## src/hdl/rde_pkg.sv

```systemverilog
// shared constants, types and the digit-to-ascii function
// no dependencies; used by every module of the radix digit emitter
package rde_pkg;

    localparam int VALUE_BITS_DEF = 31;
    localparam int RADIX_BITS     = 5;
    localparam int DIGIT_BITS     = 4;
    localparam int CHAR_BITS      = 7;

    localparam logic [RADIX_BITS-1:0] RADIX_MIN = 5'd2;
    localparam logic [RADIX_BITS-1:0] RADIX_MAX = 5'd16;

    localparam logic [DIGIT_BITS-1:0] DIGIT_TEN = 4'd10;
    localparam logic [CHAR_BITS-1:0]  ASC_ZERO  = 7'd48;
    localparam logic [CHAR_BITS-1:0]  ASC_A     = 7'd65;
    localparam logic [CHAR_BITS-1:0]  CHAR_NONE = 7'd0;

    // controller to datapath
    typedef struct packed {
        logic load;      // take a new value and radix
        logic load_bad;  // load the flagged single result
        logic step;      // one restoring divide step
        logic push;      // push remainder digit, clear remainder
        logic pop;       // move top digit to the output register
    } t_cmd;

    // datapath to controller
    typedef struct packed {
        logic in_bad;    // incoming radix outside 2..16
        logic quo_zero;  // quotient register is zero
        logic out_last;  // output register holds the final digit
    } t_sts;

    function automatic logic [CHAR_BITS-1:0] digit_ascii(input logic [DIGIT_BITS-1:0] d);
        logic [DIGIT_BITS-1:0] ofs;
        ofs = d - DIGIT_TEN;
        if (d < DIGIT_TEN) begin
            return ASC_ZERO + {{(CHAR_BITS-DIGIT_BITS){1'b0}}, d};
        end else begin
            return ASC_A + {{(CHAR_BITS-DIGIT_BITS){1'b0}}, ofs};
        end
    endfunction

endpackage

```

## src/hdl/rde_ctrl.sv

```systemverilog
// controller state machine for the radix digit emitter
// depends on rde_pkg (t_cmd, t_sts)
module rde_ctrl #(
    parameter int VALUE_BITS = rde_pkg::VALUE_BITS_DEF
) (
    input  logic          i_clk,
    input  logic          i_rst_n,
    input  logic          i_valid,
    output logic          o_stall,
    output logic          o_valid,
    input  logic          i_stall,
    input  rde_pkg::t_sts i_sts,
    output rde_pkg::t_cmd o_cmd
);

    localparam int CNT_W = $clog2(VALUE_BITS);

    typedef enum logic [2:0] {
        ST_IDLE,
        ST_DIV,
        ST_PUSH,
        ST_POP,
        ST_HOLD
    } t_state;

    t_state            r_state;
    logic [CNT_W-1:0]  r_cnt;
    logic              r_valid;
    logic              r_stall;
    logic              accept;

    assign accept  = i_valid && !r_stall;
    assign o_stall = r_stall;
    assign o_valid = r_valid;

    always_comb begin
        o_cmd          = '0;
        o_cmd.load     = (r_state == ST_IDLE) && accept;
        o_cmd.load_bad = (r_state == ST_IDLE) && accept && i_sts.in_bad;
        o_cmd.step     = (r_state == ST_DIV);
        o_cmd.push     = (r_state == ST_PUSH);
        o_cmd.pop      = (r_state == ST_POP);
    end

    always_ff @(posedge i_clk) begin
        if (!i_rst_n) begin
            r_state <= ST_IDLE;
            r_cnt   <= '0;
            r_valid <= 1'b0;
            r_stall <= 1'b1;
        end else begin
            case (r_state)
                ST_IDLE: begin
                    if (accept) begin
                        r_stall <= 1'b1;
                        r_cnt   <= '0;
                        if (i_sts.in_bad) begin
                            r_valid <= 1'b1;
                            r_state <= ST_HOLD;
                        end else begin
                            r_state <= ST_DIV;
                        end
                    end else begin
                        r_stall <= 1'b0;
                    end
                end
                ST_DIV: begin
                    r_cnt <= r_cnt + 1'b1;
                    if (r_cnt == CNT_W'(VALUE_BITS - 1)) begin
                        r_state <= ST_PUSH;
                    end
                end
                ST_PUSH: begin
                    r_cnt <= '0;
                    if (i_sts.quo_zero) begin
                        r_state <= ST_POP;
                    end else begin
                        r_state <= ST_DIV;
                    end
                end
                ST_POP: begin
                    r_valid <= 1'b1;
                    r_state <= ST_HOLD;
                end
                ST_HOLD: begin
                    if (!i_stall) begin
                        r_valid <= 1'b0;
                        if (i_sts.out_last) begin
                            r_stall <= 1'b0;
                            r_state <= ST_IDLE;
                        end else begin
                            r_state <= ST_POP;
                        end
                    end
                end
                default: begin
                    r_valid <= 1'b0;
                    r_stall <= 1'b1;
                    r_state <= ST_IDLE;
                end
            endcase
        end
    end

endmodule

```

## src/hdl/rde_dpath.sv

```systemverilog
// datapath: bit-serial divider, digit stack and output register
// depends on rde_pkg (constants, t_cmd, t_sts, digit_ascii)
module rde_dpath #(
    parameter int VALUE_BITS = rde_pkg::VALUE_BITS_DEF
) (
    input  logic                              i_clk,
    input  logic                              i_rst_n,
    input  logic [VALUE_BITS-1:0]             i_value,
    input  logic [rde_pkg::RADIX_BITS-1:0]    i_radix,
    input  rde_pkg::t_cmd                     i_cmd,
    output rde_pkg::t_sts                     o_sts,
    output logic [rde_pkg::CHAR_BITS-1:0]     o_digit_char,
    output logic                              o_last,
    output logic                              o_bad_radix
);

    localparam int DEPTH_W = $clog2(VALUE_BITS + 1);
    localparam int DB      = rde_pkg::DIGIT_BITS;

    logic [VALUE_BITS-1:0]          r_quo;
    logic [DB-1:0]                  r_rem;
    logic [rde_pkg::RADIX_BITS-1:0] r_rdx;
    logic [DB-1:0]                  r_stack [VALUE_BITS];
    logic [DEPTH_W-1:0]             r_depth;
    logic [rde_pkg::CHAR_BITS-1:0]  r_char;
    logic                           r_last;
    logic                           r_bad;

    logic [DB:0]   rem_sh;
    logic [DB:0]   rem_diff;
    logic          ge;
    logic [DB-1:0] n_rem;

    // one restoring step: shift in the next dividend bit, subtract if it fits
    always_comb begin
        rem_sh   = {r_rem, r_quo[VALUE_BITS-1]};
        rem_diff = rem_sh - r_rdx;
        ge       = (rem_sh >= r_rdx);
        n_rem    = ge ? rem_diff[DB-1:0] : rem_sh[DB-1:0];
    end

    always_comb begin
        o_sts          = '0;
        o_sts.in_bad   = (i_radix < rde_pkg::RADIX_MIN) || (i_radix > rde_pkg::RADIX_MAX);
        o_sts.quo_zero = (r_quo == '0);
        o_sts.out_last = r_last;
    end

    assign o_digit_char = r_char;
    assign o_last       = r_last;
    assign o_bad_radix  = r_bad;

    always_ff @(posedge i_clk) begin
        if (!i_rst_n) begin
            r_depth <= '0;
        end else if (i_cmd.load) begin
            r_depth <= '0;
        end else if (i_cmd.push) begin
            r_depth <= r_depth + 1'b1;
        end else if (i_cmd.pop) begin
            r_depth <= r_depth - 1'b1;
        end
    end

    always_ff @(posedge i_clk) begin
        if (i_cmd.load) begin
            r_quo <= i_value;
            r_rdx <= i_radix;
            r_rem <= '0;
        end else if (i_cmd.step) begin
            r_quo <= {r_quo[VALUE_BITS-2:0], ge};
            r_rem <= n_rem;
        end else if (i_cmd.push) begin
            r_rem <= '0;
        end
    end

    // digit stack, top at entry 0
    always_ff @(posedge i_clk) begin
        if (i_cmd.push) begin
            r_stack[0] <= r_rem;
            for (int i = 1; i < VALUE_BITS; i++) begin
                r_stack[i] <= r_stack[i-1];
            end
        end else if (i_cmd.pop) begin
            for (int i = 0; i < VALUE_BITS - 1; i++) begin
                r_stack[i] <= r_stack[i+1];
            end
        end
    end

    always_ff @(posedge i_clk) begin
        if (i_cmd.load_bad) begin
            r_char <= rde_pkg::CHAR_NONE;
            r_last <= 1'b1;
            r_bad  <= 1'b1;
        end else if (i_cmd.pop) begin
            r_char <= rde_pkg::digit_ascii(r_stack[0]);
            r_last <= (r_depth == DEPTH_W'(1));
            r_bad  <= 1'b0;
        end
    end

endmodule

```

## src/hdl/radix_digit_emitter.sv

```systemverilog
// top level of the radix digit emitter: integer to ascii digits, base 2 to 16
// depends on rde_pkg, rde_ctrl and rde_dpath
//
//   channel | valid   | stall   | payload
//   --------+---------+---------+-------------------------------------
//   input   | i_valid | o_stall | i_value, i_radix
//   output  | o_valid | i_stall | o_digit_char, o_last, o_bad_radix
//
// each digit of an item comes from a bit-serial restoring division over all value
//   bits, one divider step per cycle, plus one push per digit
// each digit is then emitted by a stack pop into the output register
// worst case is base 2 with all value bits used, one digit per value bit
// a bad radix gives its single flagged item in the cycle after acceptance
// synchronous active-low reset; o_stall stays high through reset and in the cycle after it
// a stalled output simply holds; the next item is taken once the last digit leaves
module radix_digit_emitter #(
    parameter int VALUE_BITS = rde_pkg::VALUE_BITS_DEF
) (
    input  logic                           i_clk,
    input  logic                           i_rst_n,
    // input channel
    input  logic                           i_valid,
    output logic                           o_stall,
    input  logic [VALUE_BITS-1:0]          i_value,
    input  logic [rde_pkg::RADIX_BITS-1:0] i_radix,
    // output channel
    output logic                           o_valid,
    input  logic                           i_stall,
    output logic [rde_pkg::CHAR_BITS-1:0]  o_digit_char,
    output logic                           o_last,
    output logic                           o_bad_radix
);

    // commands go down to the datapath, status comes back up
    rde_pkg::t_cmd cmd;
    rde_pkg::t_sts sts;

    // sequencer: divide loop per digit, then pop digits most significant first
    rde_ctrl #(
        .VALUE_BITS (VALUE_BITS)
    ) u_ctrl (
        .i_clk   (i_clk),
        .i_rst_n (i_rst_n),
        .i_valid (i_valid),
        .o_stall (o_stall),
        .o_valid (o_valid),
        .i_stall (i_stall),
        .i_sts   (sts),
        .o_cmd   (cmd)
    );

    // quotient/remainder registers, lifo of remainders, output item register
    rde_dpath #(
        .VALUE_BITS (VALUE_BITS)
    ) u_dpath (
        .i_clk        (i_clk),
        .i_rst_n      (i_rst_n),
        .i_value      (i_value),
        .i_radix      (i_radix),
        .i_cmd        (cmd),
        .o_sts        (sts),
        .o_digit_char (o_digit_char),
        .o_last       (o_last),
        .o_bad_radix  (o_bad_radix)
    );

endmodule

```

## config.mk

```make
export PLATFORM = sky130hd
export DESIGN_NAME = radix_digit_emitter
export DESIGN_NICKNAME = d
export VERILOG_FILES = /design/src/hdl/rde_pkg.sv /design/src/hdl/rde_ctrl.sv /design/src/hdl/rde_dpath.sv /design/src/hdl/radix_digit_emitter.sv
export SDC_FILE = /design/constraint.sdc
export NUM_CORES = 1
export LEC_CHECK = 0
export ABC_AREA = 1
export BUFFER_PORTS_ARGS = -buffer_cell sky130_fd_sc_hd__buf_2
export CAP_MARGIN = 20
export CORE_MARGIN = 8
export CORE_UTILIZATION = 60
export DETAILED_ROUTE_END_ITERATION = 8
export GPL_ROUTABILITY_DRIVEN = 0
export HOLD_SLACK_MARGIN = 0.12
export PLACE_DENSITY = 0.87
export SLEW_MARGIN = 20
export SYNTH_ARGS = -nofsm -noshare
export SYNTH_HDL_FRONTEND = slang
export SYNTH_SLANG_ARGS = --single-unit
```

## constraint.sdc

```tcl
create_clock -name i_clk -period 8.7 [get_ports i_clk]
set_input_delay 0.87 -clock i_clk [delete_from_list [all_inputs] [get_ports i_clk]]
set_output_delay 0.87 -clock i_clk [all_outputs]
set_load 0.05 [all_outputs]
```

# --- Yosys cells after proc, flatten, opt, wreduce, memory -nomap -nowiden ---
# Memory sizes are Yosys's and may differ from the RTL's.
# Index checks and enable logic that the tools add are counted.
# W data, S select, Z words.
totals:
  ff_bits: 64
  ramBits: 124
  inputBits: 40
  output_inout_bits: 11
  wordCells: 145
  mem_count: 1
classes:
  n_addsub: 7
  order_cmp: 4
  eq_ne: 11
  n_mux: 60
  bitwise_logic: 33
  n_reduce_logical: 18
memory_table:
  columns: ["memory", "depth", "word_bits", "rd", "rd_clocked_by_memory_dff", "write_ports", "line_no", "rtl"]
  rows:
  - ["u_dpath.r_stack", 31, 4, 31, 0, 31, "rde_dpath.sv:23", "logic [DB-1:0] r_stack [VALUE_BITS];"]
ops:
  columns: ["operator", "count"]
  rows:
  - ["$mux W4", 33]
  - ["$mux W31", 2]
  - ["$logic_not A31 Y1", 1]
  - ["$or A1 B1 Y1", 30]
  - ["$mux W5", 3]
  - ["$pmux W3 S5", 1]
  - ["$pmux W5 S3", 1]
  - ["$mux W3", 4]
  - ["$mux W1", 11]
  - ["$add A5 B1 Y5 const B", 2]
  - ["$ne A2 B1 Y1 const B", 4]
  - ["$add A6 B4 Y7 const A", 1]
  - ["$add A7 B4 Y7 const A", 1]
  - ["$mux W7", 1]
  - ["$eq A3 B2 Y1 const B", 2]
  - ["$reduce_and A3 Y1", 2]
  - ["$reduce_bool A2 Y1", 3]
  - ["$eq A5 B1 Y1 const B", 1]
  - ["$eq A5 B5 Y1 const B", 1]
  - ["$ge A5 B5 Y1", 1]
  - ["$gt A5 B5 Y1 const B", 1]
  - ["$lt A5 B2 Y1 const B", 1]
  - ["$sub A5 B1 Y5 const B", 1]
  - ["$lt A4 B4 Y1 const B", 1]
  - ["other kinds (18)", 24]

# --- Logic depth before layout (Yosys ltp) ---
# Gate-level depths: netlist of run 1.
depth:
  word_depth: 5
  ltp_mapped: 11
  depth_no_buf: 11

# --- Modules after synthesis ---
# From an unflattened synthesis of run 1, not the netlist that was laid out.
unflattened:
  cells_unflattened: 875
  area_unflattened_um2: 8430.6
by_module_without_submodules:
  columns: ["module", "instances", "cells_each", "area_per_inst_um2", "seq_area_each_um2"]
  rows:
  - ["rde_dpath", 1, 787, 7818.7, 5165.0]
  - ["rde_ctrl", 1, 88, 611.8, 200.2]

# --- Worst setup path before layout of run 1 ---
# OpenSTA, ideal clock, no wires.
synth_path:
  path_type: "reg-to-reg"
  startpoint: "register u_ctrl.r_state[2]"
  endpoint: "register u_ctrl.r_stall, in the netlist u_ctrl.o_stall"
  setup_time_ps: 64
  t_arrival_ps: 2687
  required_time_ps: 8636
  slack_ps: 5950
  path_stages_with_launch: 9
  n_path_buf: 1
  synth_period_minus_slack_ps: 2750
  cell_sequence: "dfxtp_1 > nor2_2 > nand2_1 > buf_6 > nand2_2 > inv_1 > nand4_1 > nand2_1 > nand4_1"
synth_via:
  elab_chain_len: 4
  word_cells_on_any_way: 11
  cone_classes: "6 x eq/ne; 1 x mux; 1 x bitwise; 3 x reduce/logical"
synth_rtl:
  columns: ["element", "line_no", "rtl"]
  rows:
  - ["start, declared", "rde_ctrl.sv:26", "t_state r_state;"]
  - ["start signal, assigned", "rde_ctrl.sv:47", "r_state <= ST_IDLE;"]
  - ["start signal, assigned", "rde_ctrl.sv:59", "r_state <= ST_HOLD;"]
  - ["start signal, assigned", "rde_ctrl.sv:61", "r_state <= ST_DIV;"]
  - ["$eq A3 B2 Y1 / $eq A3 B1 Y1 (equally long branches)", "rde_ctrl.sv:52", "case (r_state)"]
  - ["$reduce_or A3 Y1 (no line)", null, null]
  - ["$not A1 Y1 (no line)", null, null]
  - ["$reduce_and A3 Y1 (no line)", null, null]
  - ["end signal, assigned", "rde_ctrl.sv:50", "r_stall <= 1'b1;"]
  - ["end signal, assigned", "rde_ctrl.sv:55", "r_stall <= 1'b1;"]
  - ["end signal, assigned", "rde_ctrl.sv:64", "r_stall <= 1'b0;"]
  - ["end, declared", "rde_ctrl.sv:29", "logic r_stall;"]
# Parallel ways exist; a longest one is shown, timed or not.
# A chain may end at the register's enable or synchronous reset.

==> results of run 1 <==
power by group:
| part | total, uW | switching (uW) | leakage [uW] | internal (uW) |
|---|---|---|---|---|
| Combinational | 589 | 418 | 0.00192 | 171 |
| Sequential | 1280 | 78.9 | 0.00168 | 1200 |
| Clock | 714 | 322 | 0.000267 | 392 |
| Total | 2590 | 819 | 0.00387 | 1770 |
kinds of logic (layout without fill, tap and decap cells):
kind of cell	after synthesis	count (layout)
and+or+nand+nor	373	373
buffers and inverters	141	193
AOI/OAI and AO/OA	150	150
xor gates and xnor gates	6	6
DFF	188	188
adders and majority gates	13	13
sequential cells by signal (all words and copies together), names as in the netlist:
| register | count |
|---|---|
| u_ctrl.o_valid | 1 |
| u_ctrl.o_stall | 1 |
| u_dpath.o_digit_char | 7 |
| u_ctrl.r_state | 3 |
| u_dpath.o_bad_radix | 1 |
| u_dpath.r_depth | 5 |
| u_dpath.r_rdx | 5 |
| u_ctrl.r_cnt | 5 |
| u_dpath.r_quo | 31 |
| u_dpath.r_rem | 4 |
| u_dpath.r_stack | 124 |
| u_dpath.o_last | 1 |
layout by cell type (no fill, tap or decap), types with 2 or more instances in the layout:
cell type	instances
buf_2	50
nand3_1	22
o21ai_0	121
o21ai_2	2
nand2_1	305
nand4_1	8
buf_4	5
nor2_2	2
nand2_2	3
inv_2	3
inv_6	3
o211ai_1	2
clkinv_2	6
nand3b_1	3
nor2_1	16
nor3_1	9
clkbuf_16	17
clkinv_1	2
clkbuf_1	3
inv_1	102
a21oi_1	20
ha_1	12
xnor2_1	3
edfxtp_1	160
dfxtp_1	28
a31oi_1	2
xor2_1	3
through the flow:
stage | total power (uW) | cell area, sq um
2_1_floorplan | 1730 | 8460
3_3_place_gp | 1850 | 8790
3_5_place_dp | 1880 | 8790
4_1_cts | 2590 | 9320
5_1_grt | 2720 | 9320
6_report | 2590 | 9320
area by class of cell:
| type | count | area [sq um] |
|---|---|---|
| Tap cell | 180 | 225 |
| Clock buffer | 20 | 437 |
| Inverter | 106 | 400 |
| Fill cell | 982 | 4510 |
| Multi-Input combinational cell | 542 | 2510 |
| Clock inverter | 12 | 93.8 |
| Timing Repair Buffer | 55 | 288 |
| Sequential cell | 188 | 5370 |
worst max-delay path by stage:
| stage | startpoint | endpoint | slack [ns] |
|---|---|---|---|
| 2_1_floorplan | u_ctrl.r_state[2] | u_ctrl.o_stall | 5.95 |
| 3_3_place_gp | u_ctrl.r_state[2] | u_dpath.r_stack[0][117] | 5.92 |
| 3_5_place_dp | u_ctrl.r_state[2] | u_dpath.r_stack[0][117] | 5.89 |
| 4_1_cts | u_ctrl.r_state[2] | u_dpath.r_stack[0][92] | 5.88 |
| 5_1_grt | u_ctrl.r_state[2] | u_dpath.r_stack[0][69] | 5.62 |
| 6_report | u_ctrl.r_state[2] | u_dpath.r_stack[0][92] | 5.87 |
per-layer routing:
metal	wire length (um)	part of all wire [%]	track usage, %	up-vias
met4	243	1.5	7.36	0
met1	7330	45	24.5	2795
met3	731	4.5	3.90	23
met5	0	0	0	-
met2	8090	49	30.4	152
li1	-	-	-	2947
==> results.txt, run 1 <==
Adder-cell share of the synthesized area - 2.01%
Slowest cell on crit path - buf_4
Row cnt - 43
Final period util - 32.5%
Count of final hold-check violations - 0
Horiz. Die Dim - 135 um
CTS tree - done
Mux contribution to synthesized area - 0%
Port bufs - 50
Vias - 5,917
Hold Path End - u_dpath.r_stack[0][122]
Post-synthesis sequential area ratio - 63.4%
DRC errors left - 0
Post-CTS setup repair buffer count - 0
Final setup fails - 0
Maximum clock frequency - 0.353 GHz
Layout Nets - 963
Main synth FF type - edfxtp_1
Largest family of logic cells by synthesized area - simple AND/OR/NAND/NOR gates
Dpl cells - 1,071
Routed wire length - 16.4 mm
H-tree depth - 4
Vias in the first global route - 5,839
Most Frequent Cell on Critical Path - buf_4
First-pass GRT wire length - 27.4 mm
Root buffer cell - clkbuf_16
RR Startpoint - u_ctrl.r_state[2]
Clock skew - 0.00977 ns
Post-synth top area share - 56.8%
Largest net degree at the start of global routing - 92
Worst Max-Slew Pin Slew - 0.935 ns
Top post-synthesis cells by area - edfxtp_1 (57%), nand2_1 (14%), o21ai_0 (7.2%), dfxtp_1 (6.6%), inv_1 (4.5%)
Data arrival time of the worst path - 2.88 ns
Resized Gates After CTS - 0
RSZ-0062 raised after global routing - no
CP max stage delay - 0.62 ns
Core region area - 13,800 sq um
Post-synthesis compound-gate area fraction - 9.12%
EDFF count, synth - 160
Hold-fix buffers, CTS - 0
Setup CP Type - flop to flop
Synth cell count leaders - nand2_1 (306), edfxtp_1 (160), o21ai_0 (121)
Cell count after synthesis - 871
Drt first pass iters - 5
Hold Path Depth - 0
HP Class - flop to flop
Final cell count without fillers - 1,103
Drt initial violations - 636
Simple-gate portion of the synthesized area - 17.8%
Final setup TNS - 0 ns
Hpwl dp - 10.3 mm
Slew margin rel. - 37.7%
Critical Path Source Type - flop
Initial antenna violation count - 0
Status - completed
Seq cells post-synth - 188
Fin Hold WS - 0.449 ns
Reg2reg setup slack - 5.87 ns
Avg WL per Cell - 14.9 um
Net count after synthesis - 924
Crit-path cells - inv_2 > nand3_4 > buf_4 > nand2_4 > buf_4
Placement Setup Slack - 5.89 ns
Synthesized area - 8460 sq um
Antenna-violating nets left - 0
Ant diodes - 0
CP max FO - 91
Crit path buf inv count - 3
CP top delay family - buffers and inverters
Finished Core Util - 67.4%
Worst-path clk slew - 0.06 ns
FF-to-FF End - u_dpath.r_stack[0][92]
Mapped Avg Cell Area - 9.71 sq um
Yosys top cell by area - edfxtp_1
Gr usage total - 18.8%
TritonCTS buffer count - 17
Worst path required time - 8.75 ns
Die Ht - 135 um
I/O pin total - 51
Worst R2R Path Depth - 5
Max-Cap Viols - 0
Synth Area in XOR/XNOR - 0.621%
Cell with the most instances after synthesis - nand2_1
Ys Warns - 0
Fin crit period - 2.83 ns
Power per cell area - 277 nW/um^2
Stages on the worst setup path - 5
Clock Latency Late Sink - 0.43 ns
Initial Util - 61.2%
CTS Buffer Depth - 2
Max-slew violations - 0
Global route overflow - 0
Peak supply drop - 0.000196 V
Async S/R FF share, synth - 0%
Static leakage - 0.00387 uW
Worst min-delay path startpoint - u_dpath.r_stack[0][118]
Post-synthesis cell type count - 33
Worst setup margin - 5.87 ns
Area Overhead vs Synth - 10.2%
Vias per std cell - 5.36
Crit path capture type - flop
Share of cells above drive strength 1 - 10.6%
Die area - 18,200 sq um
Clk sinks - 188
No activity file was read; power rests on OpenSTA's default activity.
==> run 2, diff against run 1 <==
Settings changed: CORE_UTILIZATION 60 to 55, PLACE_DENSITY 0.87 to 0.84.
Clock period 8.7 ns to 2.3 ns, I/O delays scaled along.
==> run 2 against run 1 <==
Compared with the run above:
- combinational power grew to 3.9 times the previous value
- hold slack lost 0.25 ns
- register-to-register slack got worse by 5.5 ns
- fmax is 48% higher
- clock-buffer cell count up 5
- sequential share of layout area down 3.2 points
- critical path type unchanged
- final cell count rose by 4.6%
- clock power grew to 4.1 times the previous value
- largest cell class unchanged
==> results.txt, run 2 (synthesis gave the netlist of run 1 again) <==
Slew margin rel. - 68.4%
Die Ht - 140 um
Final period util - 82.9%
Count of final hold-check violations - 0
DRC errors left - 0
Critical Path Source Type - flop
Power per cell area - 1020 nW/um^2
Largest net degree at the start of global routing - 78
I/O pin total - 51
TritonCTS buffer count - 17
Max-Cap Viols - 0
Routed wire length - 17.2 mm
First-pass GRT wire length - 29.4 mm
Setup CP Type - flop to flop
HP Class - input port to flop
Placement-stage cell area - 8920 sq um
Commonest non-fill, non-tap cell in the layout - nand2_1
Static leakage - 0.00410 uW
Clock Latency Late Sink - 0.43 ns
Hold Path End - u_ctrl.r_state[2]
Crit path capture type - flop
Core region area - 15,100 sq um
Global route overflow - 0
RSZ-0062 raised after global routing - no
Die area - 19,600 sq um
Share of cells above drive strength 1 - 10.8%
Antenna-violating nets left - 0
Vias per std cell - 5.34
FF-to-FF End - u_dpath.o_digit_char[4]
Gr usage total - 18.5%
Port bufs - 50
Avg WL per Cell - 14.9 um
Horiz. Die Dim - 140 um
Initial Util - 55.9%
Area of the multi-input gates - 2510 sq um
Worst-path clk slew - 0.07 ns
Maximum clock frequency - 0.524 GHz
Worst Max-Slew Pin Slew - 0.474 ns
Largest register by flop count - u_dpath.r_stack
Initial antenna violation count - 0
Hpwl dp - 10.5 mm
Worst R2R Path Depth - 8
Hold Path Depth - 3
Clk sinks - 188
Drt initial violations - 593
Placement Setup Slack - 0.506 ns
Max-slew violations - 0
Data arrival time of the worst path - 2.21 ns
Design area - 9870 sq um
Drt first pass iters - 5
Vias in the first global route - 6,134
Fin Hold WS - 0.201 ns
Vias - 6,167
H-tree depth - 4
Max FFs per register - 124
Final setup fails - 0
RR Startpoint - u_ctrl.r_state[0]
CTS tree - done
Total power - 10,100 uW
Status - completed
Peak supply drop - 0.000738 V
Fin crit period - 1.91 ns
Layout Nets - 1,006
Register area - 5370 sq um
Clock skew - 0.0104 ns
Worst path required time - 2.60 ns
CTS Buffer Depth - 2
Post-CTS setup repair buffer count - 0
Worst min-delay path startpoint - i_stall
Most frequent cells in the layout - nand2_1 (305), edfxtp_1 (160), o21ai_0 (121), inv_1 (102), buf_2 (50)
Row cnt - 45
Reg2reg setup slack - 0.39 ns
Total of fill cells in the finished design - 1,089
CP max FO - 23
Root buffer cell - clkbuf_16
Final setup TNS - 0 ns
Worst setup margin - 0.393 ns
Ant diodes - 0
Area Overhead vs Synth - 16.7%
## run 2: cell count changes in the layout (fill, tap and decap cells not counted)
| cell | previous run | this run |
|---|---|---|
| clkbuf_1 | 3 | 4 |
| clkinv_2 | 6 | 3 |
| clkbuf_8 | 0 | 4 |
| bufinv_16 | 1 | 2 |
| dlygate4sd3_1 | 0 | 37 |
| buf_12 | 0 | 6 |
| clkinv_1 | 2 | 1 |
| inv_6 | 3 | 0 |
| clkinv_4 | 0 | 1 |
## run 2: per-stage QoR
stage,util (%),instances
final,65.2,1154
after global routing,65.2,1154
after CTS,65.2,1154
after detailed placement,58.9,1085
after global placement,58.9,1085
after floorplan,-,871
## run 2: layout make-up
cell class	count	share of cell area, %
flip-flops and latches	188	54.3
multi-input cells	542	25.4
repair buffers	98	7.88
clock buffers	25	5.02
inverters	106	4.06
well taps	188	2.38
clock inverters	7	0.887
## run 2: worst max path at each step
stage	cells after the start	endpoint	slack, ns	start
4_1_cts	8	u_dpath.o_digit_char[4]	0.44	u_ctrl.r_state[0]
2_1_floorplan	4	u_dpath.r_quo[0]	0.20	u_ctrl.o_stall
3_3_place_gp	8	u_dpath.o_digit_char[4]	0.58	u_ctrl.r_state[1]
6_report	8	u_dpath.o_digit_char[4]	0.39	u_ctrl.r_state[0]
5_1_grt	8	u_dpath.o_digit_char[4]	0.23	u_ctrl.r_state[0]
3_5_place_dp	8	u_dpath.o_digit_char[4]	0.51	u_ctrl.r_state[0]
## run 2: worst max-delay path, cell delays in order, from the launching register on
cell and delay, ns:
dfxtp_1 0.35, inv_1 0.11, nand2_2 0.09, nor2_4 0.14
nand2_2 0.28, nor2_1 0.38, inv_1 0.20, o21ai_0 0.14
a21oi_1 0.08
## run 2: layer usage
metal	wire (um)	global-route usage, %	vias to the layer above
met3	842	4.66	39
met1	7590	23.2	2915
met4	368	7.77	0
met2	8410	30.2	173
met5	0	0	-
li1	-	-	3040
## run 2: power breakdown
group          switching (uW)  total [uW]  internal (uW)
Clock                    1190        2900           1710
Combinational            1580        2320            739
Sequential                327        4880           4550
## run 2: repair_timing
item	4_1_cts	5_1_grt
hold buffers	37	0
endpoints found under the hold margin	39	0
gates resized for setup	0	0
==> run 3, diff against run 2 <==
Clock period 2.3 ns to 1.75 ns, I/O delays scaled along.
==> run 3 against run 2 <==
Compared with the run above:
- final cell count is 0.78% higher
- highest routed layer unchanged
- largest power group unchanged
- clock skew up 0.0013 ns
- via count is 1.5% lower
- non-clock buffer count is 9 higher
- sequential cell count stayed put
==> results.txt, run 3 (synthesis gave the netlist of run 1 again) <==
Root buffer cell - clkbuf_16
Hpwl dp - 10.3 mm
RSZ-0062 raised after global routing - no
Slew margin rel. - 75.2%
Antenna-violating nets left - 0
Reg2reg setup slack - 0.12 ns
Vias - 6,077
Row cnt - 45
Final cell count without fillers - 1,163
Worst path required time - 2.10 ns
Avg WL per Cell - 14.4 um
HP Class - input port to flop
Largest register by flop count - u_dpath.r_stack
TritonCTS buffer count - 17
Maximum clock frequency - 0.613 GHz
Horiz. Die Dim - 140 um
Gr usage total - 17.9%
Setup CP Type - flop to flop
Fin Hold WS - 0.299 ns
Dpl cells - 1,093
Final setup fails - 0
CTS Buffer Depth - 2
Placement-stage cell area - 9030 sq um
CP max FO - 3
Max-slew violations - 0
Drt first pass iters - 5
Peak supply drop - 0.00104 V
Design area - 10,000 sq um
Final period util - 93.3%
Count of final hold-check violations - 0
Most frequent cells in the layout - nand2_1 (303), edfxtp_1 (160), o21ai_0 (121), inv_1 (102), buf_2 (50)
Worst R2R Path Depth - 7
Status - completed
Worst Max-Slew Pin Slew - 0.369 ns
Vias in the first global route - 5,932
Ant diodes - 0
Die area - 19,600 sq um
CTS tree - done
Routed wire length - 16.8 mm
First-pass GRT wire length - 28.5 mm
H-tree depth - 4
Share of cells above drive strength 1 - 12.2%
I/O pin total - 51
Static leakage - 0.00415 uW
Max-Cap Viols - 0
Slowest cell on crit path - edfxtp_1
DRC errors left - 0
Worst-path clk slew - 0.07 ns
Final setup TNS - 0 ns
Fin crit period - 1.63 ns
Power per cell area - 1350 nW/um^2
Max FFs per register - 124
Total power - 13,600 uW
Initial antenna violation count - 0
Clock Latency Late Sink - 0.43 ns
Core region area - 15,100 sq um
Clock skew - 0.0117 ns
Drt initial violations - 537
Commonest non-fill, non-tap cell in the layout - nand2_1
Largest net degree at the start of global routing - 59
Initial Util - 55.9%
Hold Path Depth - 6
Critical Path Source Type - flop
Port bufs - 50
Vias per std cell - 5.23
Crit-path cells - inv_1 > ha_1 > fa_1 > xor2_1 > nand2_1 > nand3_1 > a21oi_1
Global route overflow - 0
Clk sinks - 188
Area Overhead vs Synth - 18.4%
Data arrival time of the worst path - 1.98 ns
Layout Nets - 1,015
CP max stage delay - 0.39 ns
Crit path capture type - flop
Die Ht - 140 um
run 3: cell types whose count changed in the layout (fill, tap and decap cells not counted), sizes merged:
| cell | before | now |
|---|---|---|
| dlygate4sd3 | 37 | 38 |
| clkinv | 5 | 4 |
| clkinvlp | 0 | 3 |
| buf | 61 | 69 |
| bufinv | 2 | 3 |
| clkbuf | 25 | 21 |
| inv | 106 | 107 |
run 3: worst max-delay path, delay by kind of cell (launching register included):
family,cells,cell delay [ns]
AO/OA/AOI/OAI,1,0.14
XOR/XNOR,1,0.18
adder cells (fa/ha/maj),2,0.60
buffers and inverters,1,0.11
flip-flops,1,0.39
AND/OR/NAND/NOR,2,0.13
run 3: power breakdown:
| group | internal (uW) | switching [uW] |
|---|---|---|
| Sequential | 5980 | 415 |
| Clock | 2320 | 1630 |
| Combinational | 1080 | 2140 |
| Total | 9380 | 4180 |
run 3: final timing paths:
check	start	end
min reg2reg	u_dpath.o_bad_radix	u_dpath.o_bad_radix
max reg2reg	u_dpath.r_quo[30]	u_dpath.r_rem[2]
max	u_dpath.r_quo[30]	u_dpath.r_rem[2]
min	i_valid	u_ctrl.r_cnt[2]
run 3: routing by layer:
metal  up-vias  global-route usage [%]  part of all wire, %
met5         -                       0                    0
met4         0                    6.51                  1.5
met3        15                    4.89                  5.1
met2       138                    28.5                   49
met1      2866                    23.0                   44
li1       3058                       -                    -
run 3: cell type report:
type / count / area, sq um
repair buffers: 107 / 886
well taps: 188 / 235
clock inverters: 11 / 141
fillers: 1072 / 5130
flip-flops and latches: 188 / 5370
clock buffers: 21 / 460
inverters: 106 / 400
multi-input cells: 542 / 2530
run 3: stage by stage:
| step | utilization, % | worst slack, ns |
|---|---|---|
| after floorplan | - | 0.0436 |
| after global placement | 59.6 | 0.200 |
| after detailed placement | 59.6 | 0.128 |
| after CTS | 66.1 | 0.121 |
| after global routing | 66.2 | 0.0142 |
| final | 66.2 | 0.118 |
run 3: repair_timing:
action	CTS	global route
endpoints found under the hold margin	40	0
hold buffers	38	0
endpoints found under the setup margin	0	5
resized for setup	0	2
buffers inserted	0	0
